$ cat src/hdl/bpcwf_pkg.sv
package bpcwf_pkg;

    // Configuration port
    localparam int CFG_INDEX_BITS = 2;
    localparam int CFG_DATA_BITS  = 12;

    localparam logic [CFG_INDEX_BITS-1:0] CFG_SVPWM_MODE        = 2'd0;
    localparam logic [CFG_INDEX_BITS-1:0] CFG_CURRENT_BIAS      = 2'd1;
    localparam logic [CFG_INDEX_BITS-1:0] CFG_OUTLIER_THRESHOLD = 2'd2;
    localparam logic [CFG_INDEX_BITS-1:0] CFG_CURRENT_LIMIT     = 2'd3;

    localparam logic [CFG_DATA_BITS-1:0] THRESHOLD_RESET = 12'd50;
    localparam logic [CFG_DATA_BITS-1:0] LIMIT_RESET     = 12'd2000;

    // Input side-band: hall_code [2:0], reverse_dir [3], run_flag [4]
    localparam int HALL_BITS     = 3;
    localparam int IN_TUSER_BITS = 5;

    localparam logic [HALL_BITS-1:0] HALL_ALL_LOW  = 3'd0;
    localparam logic [HALL_BITS-1:0] HALL_ALL_HIGH = 3'd7;

    // Phase codes; also the window and sample slot of that phase
    localparam logic [1:0] PH_U = 2'd0;
    localparam logic [1:0] PH_V = 2'd1;
    localparam logic [1:0] PH_W = 2'd2;

    typedef enum logic [6:0] {
        ST_IDLE = 7'b0000001,
        ST_TEST = 7'b0000010,
        ST_ACC  = 7'b0000100,
        ST_NORM = 7'b0001000,
        ST_MUL  = 7'b0010000,
        ST_MEAN = 7'b0100000,
        ST_DONE = 7'b1000000
    } state_t;

    // Conducting phase for a valid hall code and rotation direction
    function automatic logic [1:0] phase_select(input logic [HALL_BITS-1:0] hall,
                                                input logic rev);
        logic [1:0] ph;
        ph = PH_U;
        if (!rev)
        begin
            unique case (hall)
                3'd1:    ph = PH_W;
                3'd2:    ph = PH_V;
                3'd3:    ph = PH_W;
                3'd6:    ph = PH_V;
                default: ph = PH_U;
            endcase
        end
        else
        begin
            unique case (hall)
                3'd1:    ph = PH_V;
                3'd4:    ph = PH_W;
                3'd5:    ph = PH_V;
                3'd6:    ph = PH_W;
                default: ph = PH_U;
            endcase
        end
        return ph;
    endfunction

endpackage

$ cat src/hdl/bldc_phase_current_window_filter.sv
// An invalid hall code in six-step mode holds the output. A new set is taken only in idle,
// after the last result is loaded. Each phase (one six-step, three SVPWM) runs 5 steps,
// test, accumulate, normalize, multiply, mean: a window memory read-modify-write and one
// reciprocal multiply. Reset (rst_n low, asynchronous) clears sums, means, fill count,
// write slot, control and config registers; datapath and window memory stay undefined.
module bldc_phase_current_window_filter #(
    parameter int WINDOW_DEPTH = 8,
    parameter int SAMPLE_BITS  = 12,
    localparam int IN_TDATA_W  = ((3 * SAMPLE_BITS + 7) / 8) * 8,
    localparam int OUT_TDATA_W = ((4 * (SAMPLE_BITS + 1) + 7) / 8) * 8
) (
    input  logic                                 clk,
    input  logic                                 rst_n,
    // configuration write channel
    input  logic                                 cfg_valid,
    output logic                                 cfg_ready,
    input  logic [bpcwf_pkg::CFG_INDEX_BITS-1:0] cfg_index,
    input  logic [bpcwf_pkg::CFG_DATA_BITS-1:0]  cfg_data,
    // input stream
    input  logic                                 s_axis_tvalid,
    output logic                                 s_axis_tready,
    input  logic [IN_TDATA_W-1:0]                s_axis_tdata,  // adc_u, adc_v, adc_w, zero fill
    input  logic [bpcwf_pkg::IN_TUSER_BITS-1:0]  s_axis_tuser,  // hall_code, reverse_dir, run_flag
    // result stream
    output logic                                 m_axis_tvalid,
    input  logic                                 m_axis_tready,
    output logic [OUT_TDATA_W-1:0]               m_axis_tdata   // phase_current, current_u,
                                                                // current_v, current_w, zero fill
);
    import bpcwf_pkg::*;

    // Internal sample width covers a bias of up to CFG_DATA_BITS bits
    localparam int XB = (SAMPLE_BITS > CFG_DATA_BITS) ? SAMPLE_BITS : CFG_DATA_BITS;
    localparam int XW = XB + 1;
    localparam int L  = $clog2(WINDOW_DEPTH);
    localparam int FW = $clog2(WINDOW_DEPTH + 1);
    localparam int NW = XB + L;
    localparam int SW = NW + 1;
    localparam int K  = NW + L;
    localparam int RW = K + 1;
    localparam int PW = NW + RW;
    localparam int CW = XW + 2;
    localparam int AW = 2 + L;
    localparam int OW = SAMPLE_BITS + 1;

    // Reciprocal table: ceil(2^K / d) for divisors d = 1 .. WINDOW_DEPTH
    logic [RW-1:0] recip_tab [WINDOW_DEPTH];

    for (genvar gi = 0; gi < WINDOW_DEPTH; gi++)
    begin : g_recip
        localparam longint unsigned RECIP_VAL = ((64'd1 << K) + gi) / (gi + 1);
        assign recip_tab[gi] = RW'(RECIP_VAL);
    end

    // Control and configuration state
    state_t                     state_reg, state_next;
    logic [1:0]                 phase_reg, phase_next;
    logic [FW-1:0]              fill_reg, fill_next;
    logic [L-1:0]               slot_reg, slot_next;
    logic                       m_valid_reg, m_valid_next;
    logic                       svpwm_reg;
    logic [CFG_DATA_BITS-1:0]   bias_reg;
    logic [CFG_DATA_BITS-1:0]   thr_reg;
    logic [CFG_DATA_BITS-1:0]   limit_reg;
    logic signed [SW-1:0]       sums_reg  [3];
    logic signed [XW-1:0]       means_reg [4];

    // Datapath registers
    logic signed [XW-1:0]       x_reg [3];
    logic                       run_reg;
    logic signed [XW-1:0]       xsel_reg;
    logic signed [XW-1:0]       rdata_reg;
    logic signed [SW-1:0]       acc_sum_reg;
    logic                       neg_reg;
    logic [NW-1:0]              num_reg;
    logic [L-1:0]               idx_reg;
    logic [PW-1:0]              prod_reg;
    logic [OUT_TDATA_W-1:0]     out_data_reg;

    // Window memory: entry {window, slot}
    logic signed [XW-1:0]       store_mem [4 << L];

    logic                       in_xfer;
    logic                       out_load;
    logic                       full;
    logic                       hall_ok;
    logic [1:0]                 mean_idx;
    logic [AW-1:0]              mem_addr;
    logic [HALL_BITS-1:0]       hall;
    logic [SAMPLE_BITS-1:0]     raw_u, raw_v, raw_w, raw_six;
    logic signed [XW-1:0]       prep_u, prep_v, prep_w, prep_six;
    logic signed [XW-1:0]       x_cur, mean_cur;
    logic signed [CW-1:0]       dev, thr_s;
    logic                       outlier;
    logic signed [XW-1:0]       old_val;
    logic signed [SW-1:0]       sum_new, sum_mag;
    logic [NW-1:0]              num_next;
    logic [XB-1:0]              quot;
    logic signed [XW-1:0]       q_ext, mean_val, limit_s, mean_fin;
    logic [OUT_TDATA_W-1:0]     out_data_next;

    assign cfg_ready     = 1'b1;
    assign s_axis_tready = (state_reg == ST_IDLE);
    assign m_axis_tvalid = m_valid_reg;
    assign m_axis_tdata  = out_data_reg;

    assign in_xfer  = s_axis_tvalid && s_axis_tready;
    assign out_load = (state_reg == ST_DONE) && (!m_valid_reg || m_axis_tready);
    assign full     = (fill_reg == FW'(WINDOW_DEPTH));
    assign mean_idx = svpwm_reg ? (phase_reg + 2'd1) : 2'd0;
    assign mem_addr = {phase_reg, slot_reg};

    // Unpack input and subtract bias; raw never exceeds the sample maximum
    // after bias removal, so the upper clamp reduces to nothing
    always_comb
    begin
        raw_u   = s_axis_tdata[0 +: SAMPLE_BITS];
        raw_v   = s_axis_tdata[SAMPLE_BITS +: SAMPLE_BITS];
        raw_w   = s_axis_tdata[2 * SAMPLE_BITS +: SAMPLE_BITS];
        hall    = s_axis_tuser[HALL_BITS-1:0];
        hall_ok = (hall != HALL_ALL_LOW) && (hall != HALL_ALL_HIGH);
        unique case (phase_select(hall, s_axis_tuser[HALL_BITS]))
            PH_V:    raw_six = raw_v;
            PH_W:    raw_six = raw_w;
            default: raw_six = raw_u;
        endcase
        prep_u   = XW'(raw_u) - XW'(bias_reg);
        prep_v   = XW'(raw_v) - XW'(bias_reg);
        prep_w   = XW'(raw_w) - XW'(bias_reg);
        prep_six = XW'(raw_six) - XW'(bias_reg);
    end

    // Outlier test against the window's own mean (full window only)
    always_comb
    begin
        x_cur    = x_reg[phase_reg];
        mean_cur = means_reg[mean_idx];
        dev      = CW'(x_cur) - CW'(mean_cur);
        thr_s    = CW'(thr_reg);
        outlier  = full && ((dev > thr_s) || (dev < -thr_s));
    end

    // Sum update: drop the overwritten entry once the window is full
    always_comb
    begin
        old_val = full ? rdata_reg : '0;
        sum_new = sums_reg[phase_reg] + SW'(xsel_reg) - SW'(old_val);
    end

    // Divide magnitude: floor for a full window, truncation while filling
    always_comb
    begin
        sum_mag  = acc_sum_reg[SW-1] ? -acc_sum_reg : acc_sum_reg;
        num_next = sum_mag[NW-1:0]
                 + ((full && acc_sum_reg[SW-1]) ? NW'(WINDOW_DEPTH - 1) : '0);
    end

    // Rebuild signed mean and apply the run-mode limit in six-step mode
    always_comb
    begin
        quot     = prod_reg[K +: XB];
        q_ext    = XW'(quot);
        mean_val = neg_reg ? -q_ext : q_ext;
        limit_s  = XW'(limit_reg);
        mean_fin = mean_val;
        if (!svpwm_reg && run_reg && (mean_val > limit_s))
        begin
            mean_fin = limit_s;
        end
    end

    // Pack the result fields
    always_comb
    begin
        out_data_next = '0;
        if (svpwm_reg)
        begin
            out_data_next[OW +: OW]     = means_reg[1][OW-1:0];
            out_data_next[2 * OW +: OW] = means_reg[2][OW-1:0];
            out_data_next[3 * OW +: OW] = means_reg[3][OW-1:0];
        end
        else
        begin
            out_data_next[0 +: OW] = means_reg[0][OW-1:0];
        end
    end

    // Sequencer
    always_comb
    begin
        state_next   = state_reg;
        phase_next   = phase_reg;
        fill_next    = fill_reg;
        slot_next    = slot_reg;
        m_valid_next = m_valid_reg && !m_axis_tready;
        unique case (state_reg)
            ST_IDLE:
            begin
                if (in_xfer)
                begin
                    phase_next = PH_U;
                    if (!svpwm_reg && !hall_ok)
                    begin
                        state_next = ST_DONE;
                    end
                    else
                    begin
                        state_next = ST_TEST;
                    end
                end
            end
            ST_TEST: state_next = ST_ACC;
            ST_ACC:  state_next = ST_NORM;
            ST_NORM: state_next = ST_MUL;
            ST_MUL:  state_next = ST_MEAN;
            ST_MEAN:
            begin
                if (svpwm_reg && (phase_reg != PH_W))
                begin
                    phase_next = phase_reg + 2'd1;
                    state_next = ST_TEST;
                end
                else
                begin
                    if (!full)
                    begin
                        fill_next = fill_reg + FW'(1);
                    end
                    slot_next  = (slot_reg == L'(WINDOW_DEPTH - 1)) ? '0 : slot_reg + L'(1);
                    state_next = ST_DONE;
                end
            end
            ST_DONE:
            begin
                if (out_load)
                begin
                    m_valid_next = 1'b1;
                    state_next   = ST_IDLE;
                end
            end
            default: state_next = ST_IDLE;
        endcase
    end

    // Control, configuration and filter state
    always_ff @(posedge clk or negedge rst_n)
    begin
        if (!rst_n)
        begin
            state_reg   <= ST_IDLE;
            phase_reg   <= PH_U;
            fill_reg    <= '0;
            slot_reg    <= '0;
            m_valid_reg <= 1'b0;
            svpwm_reg   <= 1'b0;
            bias_reg    <= '0;
            thr_reg     <= THRESHOLD_RESET;
            limit_reg   <= LIMIT_RESET;
            for (int i = 0; i < 3; i++)
            begin
                sums_reg[i] <= '0;
            end
            for (int i = 0; i < 4; i++)
            begin
                means_reg[i] <= '0;
            end
        end
        else
        begin
            state_reg   <= state_next;
            phase_reg   <= phase_next;
            fill_reg    <= fill_next;
            slot_reg    <= slot_next;
            m_valid_reg <= m_valid_next;

            // Take register writes on every configuration transfer
            if (cfg_valid && cfg_ready)
            begin
                unique case (cfg_index)
                    CFG_SVPWM_MODE:        svpwm_reg <= cfg_data[0];
                    CFG_CURRENT_BIAS:      bias_reg  <= cfg_data;
                    CFG_OUTLIER_THRESHOLD: thr_reg   <= cfg_data;
                    CFG_CURRENT_LIMIT:     limit_reg <= cfg_data;
                    default:               ;
                endcase
            end

            if (state_reg == ST_ACC)
            begin
                sums_reg[phase_reg] <= sum_new;
            end

            if (state_reg == ST_MEAN)
            begin
                means_reg[mean_idx] <= mean_fin;
            end
        end
    end

    // Datapath pipeline registers
    always_ff @(posedge clk)
    begin
        if (in_xfer)
        begin
            x_reg[0] <= svpwm_reg ? prep_u : prep_six;
            x_reg[1] <= prep_v;
            x_reg[2] <= prep_w;
            run_reg  <= s_axis_tuser[HALL_BITS + 1];
        end
        if (state_reg == ST_TEST)
        begin
            xsel_reg <= outlier ? mean_cur : x_cur;
        end
        if (state_reg == ST_ACC)
        begin
            acc_sum_reg <= sum_new;
        end
        if (state_reg == ST_NORM)
        begin
            neg_reg <= acc_sum_reg[SW-1];
            num_reg <= num_next;
            idx_reg <= full ? L'(WINDOW_DEPTH - 1) : fill_reg[L-1:0];
        end
        if (state_reg == ST_MUL)
        begin
            prod_reg <= PW'(num_reg) * PW'(recip_tab[idx_reg]);
        end
        if (out_load)
        begin
            out_data_reg <= out_data_next;
        end
    end

    // Window memory: read the leaving entry, write back the new one
    always_ff @(posedge clk)
    begin
        if (state_reg == ST_TEST)
        begin
            rdata_reg <= store_mem[mem_addr];
        end
        if (state_reg == ST_ACC)
        begin
            store_mem[mem_addr] <= xsel_reg;
        end
    end

endmodule

$ cat config.mk
export PLATFORM = sky130hd
export DESIGN_NAME = bldc_phase_current_window_filter
export DESIGN_NICKNAME = d
export VERILOG_FILES = /design/src/hdl/bpcwf_pkg.sv /design/src/hdl/bldc_phase_current_window_filter.sv
export SDC_FILE = /design/constraint.sdc
export NUM_CORES = 2
export LEC_CHECK = 0
export ABC_AREA = 1
export BUFFER_PORTS_ARGS = -buffer_cell sky130_fd_sc_hd__buf_2
export CORE_MARGIN = 8
export CORE_UTILIZATION = 45
export DETAILED_ROUTE_END_ITERATION = 10
export PLACE_DENSITY_LB_ADDON = 0.15
export REMOVE_ABC_BUFFERS = 1
export SETUP_SLACK_MARGIN = 0.4
export SYNTH_ARGS = -nofsm -noshare
export SYNTH_HDL_FRONTEND = slang
export SYNTH_SLANG_ARGS = --single-unit
$ cat constraint.sdc
create_clock -name clk -period 17.3 [get_ports clk]
set_input_delay 3.46 -clock clk [delete_from_list [all_inputs] [get_ports clk]]
set_output_delay 3.46 -clock clk [all_outputs]
set_load 0.05 [all_outputs]
# ---- Yosys cells after proc, flatten, opt, wreduce, memory -nomap -nowiden
# Memory sizes are Yosys's and may differ from the RTL's. A register that Yosys moved wholly into a read port is not among the register bits.
# Cells that the tools add are included.
dict set report totals {
  ff_bits 285
  rom_bits 152
  n_memories 3
  elab_cells 155
  ram_bits 455
  inputBits 64
}
# memory depth width rd rd_ports_with_merged_regs wr line
set mem_list {}
lappend mem_list {store_mem 32 13 1 1 1 bldc_phase_current_window_filter.sv:81} ;# logic signed [XW-1:0] store_mem [4 << L];
lappend mem_list {{(no name shown)} 8 19 1 0 0 bldc_phase_current_window_filter.sv:326} ;# prod_reg <= PW'(num_reg) * PW'(recip_tab[idx_reg]);
lappend mem_list {x_reg 3 13 1 0 3 bldc_phase_current_window_filter.sv:69} ;# logic signed [XW-1:0] x_reg [3];
dict set report op_classes {
  n_lt_le_gt_ge 8
  n_mux 41
  n_eq_ne 25
  add_sub_neg 14
  bitwise_logic 5
  multipliers 1
  n_reduce_logical 33
}
# operator n
set op_table {}
lappend op_table {{$mux 13} 8}
lappend op_table {{$bwmux 52} 1}
lappend op_table {{$sub 12x12->13} 4}
lappend op_table {{$pmux 7 s7} 1}
lappend op_table {{$bwmux 48} 1}
lappend op_table {{$mux 16} 3}
lappend op_table {{$mux 19} 2}
lappend op_table {{$bmux 16 s2} 1}
lappend op_table {{$demux 16 s2} 1}
lappend op_table {{$mul 15x19->30} 1}
lappend op_table {{$mux 7} 4}
lappend op_table {{$bmux 13 s2} 1}
lappend op_table {{$demux 13 s2} 1}
lappend op_table {{$pmux 12 s2} 1}
lappend op_table {{$add 16x13->16} 1}
lappend op_table {{$sub 16x13->16} 1}
lappend op_table {{$add 15x3->15} 1}
lappend op_table {{$lt 14x15->1} 1}
lappend op_table {{$mux 15} 1}
lappend op_table {{$neg 12->15} 1}
lappend op_table {{$neg 15->15} 1}
lappend op_table {{$gt 14x13->1} 1}
lappend op_table {{$sub 13x13->14} 1}
lappend op_table {{$gt 13x13->1} 1}
lappend op_table {{other kinds (39)} 87}

# ---- Longest topological paths before layout
dict set report logic_depth {
  ltp_word 11
  ltp_mapped 36
  ltp_nobuf 31
}

# ---- Worst setup path before layout
# Ideal clock, no wire load.
dict set report synth_timing {
  kind {input-to-reg}
  startpoint {input port s_axis_tuser[1] in the netlist's numbering}
  endpoint {memory x_reg[0][10] in the netlist's numbering, data pin}
  cell_stages 18
  setup_ps 270
  t_required_ps 17030
  t_arrival_ps 6242
  slack_ps 10788
  path_cell_list {inv_1 > nor2_1 > o21ai_0 > inv_1 > ha_1 > nor2_1 > clkbuf_1 > o221ai_1 > o21ai_0 > ha_1 > inv_1 > fa_1 > nand3_1 > nand3_1 > a21oi_1 > o21ai_0 > a21boi_0 > xor2_1}
}
# element line
set synth_lines {}
lappend synth_lines {{start, declared} bldc_phase_current_window_filter.sv:23} ;# input logic [bpcwf_pkg::IN_TUSER_BITS-1:0] s_axis_tuser,
lappend synth_lines {{end, declared} bldc_phase_current_window_filter.sv:69}

# ---- Final worst setup path
dict set report layout_timing {
  startpoint {register idx_reg[1]}
  endpoint {register prod_reg[26], data pin}
}
dict set report layout_via {
  elab_chain_cells 5
}
# element line
set layout_lines {}
lappend layout_lines {{start, declared} bldc_phase_current_window_filter.sv:76} ;# logic [L-1:0] idx_reg;
lappend layout_lines {{start signal, assigned} bldc_phase_current_window_filter.sv:322} ;# idx_reg <= full ? L'(WINDOW_DEPTH - 1) : fill_reg[L-1:0];
lappend layout_lines {{$not 3->4 (not written as such)} bldc_phase_current_window_filter.sv:326}
lappend layout_lines {{$mem_v2 8x19} n/a}
lappend layout_lines {{$mux 19 (not written as such) (2 in series)} bldc_phase_current_window_filter.sv:326}
lappend layout_lines {{$mul 15x19->30} bldc_phase_current_window_filter.sv:326}
lappend layout_lines {{end signal, assigned} bldc_phase_current_window_filter.sv:326}
lappend layout_lines {{end, declared} bldc_phase_current_window_filter.sv:77} ;# logic [PW-1:0] prod_reg;
# No other way between the ends. The select of a mux whose other input is x is not followed.
# A chain may end at the register's enable or synchronous reset.

==> key figures <==
Synthesis
  – Post-Synth XOR/XNOR Area: 2.20%
  – Ys async rst share: a little over a fifth
  – Cells after synthesis: 4388
  – Synth Register Bits: between 700 and 800
  – Syn_area_per_cell: 9.86 sq um
  – Area leader, netlist: edfxtp_1
  – Area fraction of the dominant cell type after synthesis: 40.3%
  – Area contributors post-synth: edfxtp_1 40%, fa_1 11%, dfrtp_1 8.3%
  – Compound-cell area share of the yosys netlist: 9.99%
  – Mapped Area: between 0.04 and 0.05 sq mm
  – Mux cell area share after synthesis: 0%
  – Synth Area in Adders: approximately 17%
  – Number of synthesized flops with an enable pin: 581
  – Yosys Warn Count: 0
  – Post-Synth Simple-Gate Area: between 10% and 20%
  – Largest family of logic cells by synthesized area: adder cells
  – Synth unique cells: 57
  – Main synth FF type: edfxtp_1
  – Sequential element share of the synthesized area: 49.3%

STA
  – Final Cycle Share: 44.5%
  – # setup viols final: 0
  – Hold Fails Final Rpt: 0
  – Worst-Margin Slew: 1140 ps
  – Setup ws final: 9610 ps
  – Final setup skew: between 60 and 70 ps
  – TNS Setup: 0 ps
  – RSZ-0062 raised after global routing: false
  – Period minus WS final: 7690 ps
  – Fmax: 0.130 GHz
  – Final Max Tran Viols: 0
  – Worst slew margin: a little under a quarter

Clock network
  – Post-CTS setup buffer count: 0
  – Bufs on Longest Clock Path: 3
  – Clock latency on the worst-skew pair: 670 ps
  – Clock sink count: roughly 740
  – Resized cells post-CTS: 0
  – TritonCTS clock tree: done
  – Worst-path clk slew: 60 ps
  – Hold_buf cts: 0
  – H-tree Lvls: 3
  – Root buffer cell: clkbuf_16
  – Number of buffers created by CTS: slightly above 80

Layout
  – Filler cell count: 8695
  – Number of nets in the layout: 4994
  – Area growth, synth to finish: 10.8%
  – Max FFs per register: 416
  – Antenna cells: 0
  – Share of layout cells above drive strength 1: approximately 8.1%
  – Finished Core Util: 50.4%

Die
  – Effective utilization at floorplan: 45.5%
  – Die Height: 326 um
  – Die area: 0.106 sq mm
  – # IOs: 123
  – Die Wd: 326 um
  – FP Rows: 113
  – Core area: 0.0952 sq mm

Global route
  – GRT Util Overall: 21.6%
  – Largest net degree at the start of global routing: 89
  – GR Overflow Total: 0
  – Initial antenna violation count: 1
  – Vias in the first global route: 30900
  – First-pass GRT wire length: 180 mm

Placement
  – Hpwl dp: 80.8 mm
  – Placer Congestion: 0.921
  – Port Buffers: 113
  – Pre-CTS setup slack: just under 10000 ps

Critical path
  – Worst setup EP type: register
  – Reg2reg setup slack: a little under 10000 ps
  – Worst Path Arrival: 8130 ps
  – Setup CP Type: register to register
  – CP required: 17740 ps
  – CP Max Fanout: 18
  – Nature of the critical path startpoint: register

Min path
  – Hold WC Path Type: register to register

Pwr
  – Sw power: 1.80 mW
  – Int Power: around 3.5 mW
  – Combinational power share: 28.0%
  – PwrDens: 111 mW/mm^2
  – Max VDD drop: 0.0975 mV
  – Sequential power share: 40.2%
  – Pleak: 20.9 nW
  – Clock power share: roughly a third
  – Sw Share: 33.7%
  – Overall power: 5.33 mW

Routing
  – Via count: 30900
  – WL/cell: 19.9 um
  – DR DRC count: 0
  – Vias per cell: 5.29
  – First-pass DRT Iterations: 7
  – Post-route ant nets: 0
  – Initial drt markers: 2531
  – Wirelength, routed: 116 mm

Job
  – Max Cap Viol: 0

Outcome
  – Status: completed
==> stage by stage <==
step	hold WS, ps	std cells	instance area [sq um]
4_1_cts	473	5828	48000
3_5_place_dp	459	5678	45300
6_report	476	5828	48000
5_1_grt	490	5828	48000
3_3_place_gp	454	5678	45300
2_1_floorplan	442	4227	42600
==> routing by layer <==
metal  global-route usage [%]  wire length, um  vias to the layer above
li1                         -                -                    14800
met1                     29.6            51700                    15100
met2                     35.0            54200                      844
met3                     3.17             6430                      195
met4                     7.14             3630                        0
met5                        0                0                        -
==> logic make-up (layout without fill, tap and decap cells) <==
group / Yosys count / after routing
AO/OA/AOI/OAI: 749 / 749
XOR/XNOR: 106 / 106
adder cells (fa/ha/maj): 434 / 434
buffers and inverters: 839 / 1011
flip-flops: 735 / 735
other: 2 / 5
AND/OR/NAND/NOR: 1523 / 1523
==> critical path, cell delays in order, from the launching register on <==
cell and delay, ps:
edfxtp_1 930, ha_1 880, nand2_2 170, inv_1 140, a21oi_2 40, buf_4 230
nor2_1 390, inv_1 130, fa_1 540, fa_1 560, inv_1 60, fa_1 480
fa_1 500, fa_1 580, fa_1 460, ha_1 350, nand2_1 110, nor2_1 180
nand2_1 100, nor4_1 200, nand2_1 90, nand2_1 140, nand2_1 90, nand3_1 70
nand2_1 50
==> final cells by class <==
| cell class | count | area (sq um) | share of cell area (%) |
|---|---|---|---|
| flip-flops and latches | 735 | 21300 | 44.5 |
| multi-input cells | 2817 | 18700 | 39.1 |
| inverters | 675 | 2540 | 5.31 |
| clock buffers | 104 | 2150 | 4.49 |
| well taps | 1265 | 1580 | 3.30 |
| repair buffers | 186 | 1120 | 2.34 |
| clock inverters | 46 | 490 | 1.02 |
==> final timing paths <==
| path | depth (start not counted) | to | start |
|---|---|---|---|
| hold / removal | 2 | sums_reg[47] | sums_reg[47] |
| setup reg to reg | 24 | prod_reg[26] | idx_reg[1] |
| setup / recovery | 24 | prod_reg[26] | idx_reg[1] |
| hold reg to reg | 2 | sums_reg[47] | sums_reg[47] |
| max in group asynchronous | 2 | means_reg[29] | rst_n |
| min in group asynchronous | 1 | sums_reg[30] | rst_n |
==> cells in the mapped netlist, types with 7 or more instances <==
library cell / count
o21ai_1: 12
clkbuf_1: 99
edfxtp_1: 581
nand2_1: 723
fa_1: 233
dfrtp_1: 144
xnor2_1: 27
ha_1: 201
nor2_1: 513
a21o_1: 10
a21oi_1: 152
buf_1: 12
nand3_1: 197
o21ai_0: 383
o221ai_1: 83
xor2_1: 76
dfstp_2: 10
nand4_1: 22
o22ai_1: 23
nor3_1: 14
buf_4: 7
inv_1: 667
o21bai_1: 9
a21boi_0: 10
and2_1: 7
buf_2: 40
a31oi_1: 20
a22oi_1: 23
o211ai_1: 7
==> power groups by stage <==
stage | logic, mW | clock network [mW] | registers [mW]
6_report | 1.49 | 1.69 | 2.14
5_1_grt | 1.70 | 1.79 | 2.15
4_1_cts | 1.50 | 1.72 | 2.14
3_5_place_dp | 1.48 | 0 | 2.18
3_3_place_gp | 1.47 | 0 | 2.17
2_1_floorplan | 0.996 | 0 | 2.22
==> cell usage in the layout (no fill, tap or decap), drive strengths merged, types with 6 or more instances in the layout <==
cell type,count
a21boi,10
a21o,10
a21oi,153
a22oi,23
a31oi,20
and2,7
buf,186
clkbuf,104
clkinv,39
dfrtp,144
dfstp,10
edfxtp,581
fa,233
ha,201
inv,674
nand2,733
nand3,198
nand3b,6
nand4,22
nor2,521
nor3,19
nor4,6
o211ai,7
o21ai,395
o21bai,9
o221ai,83
o22ai,23
xnor2,27
xor2,79
(Power assumes the default switching activity.)
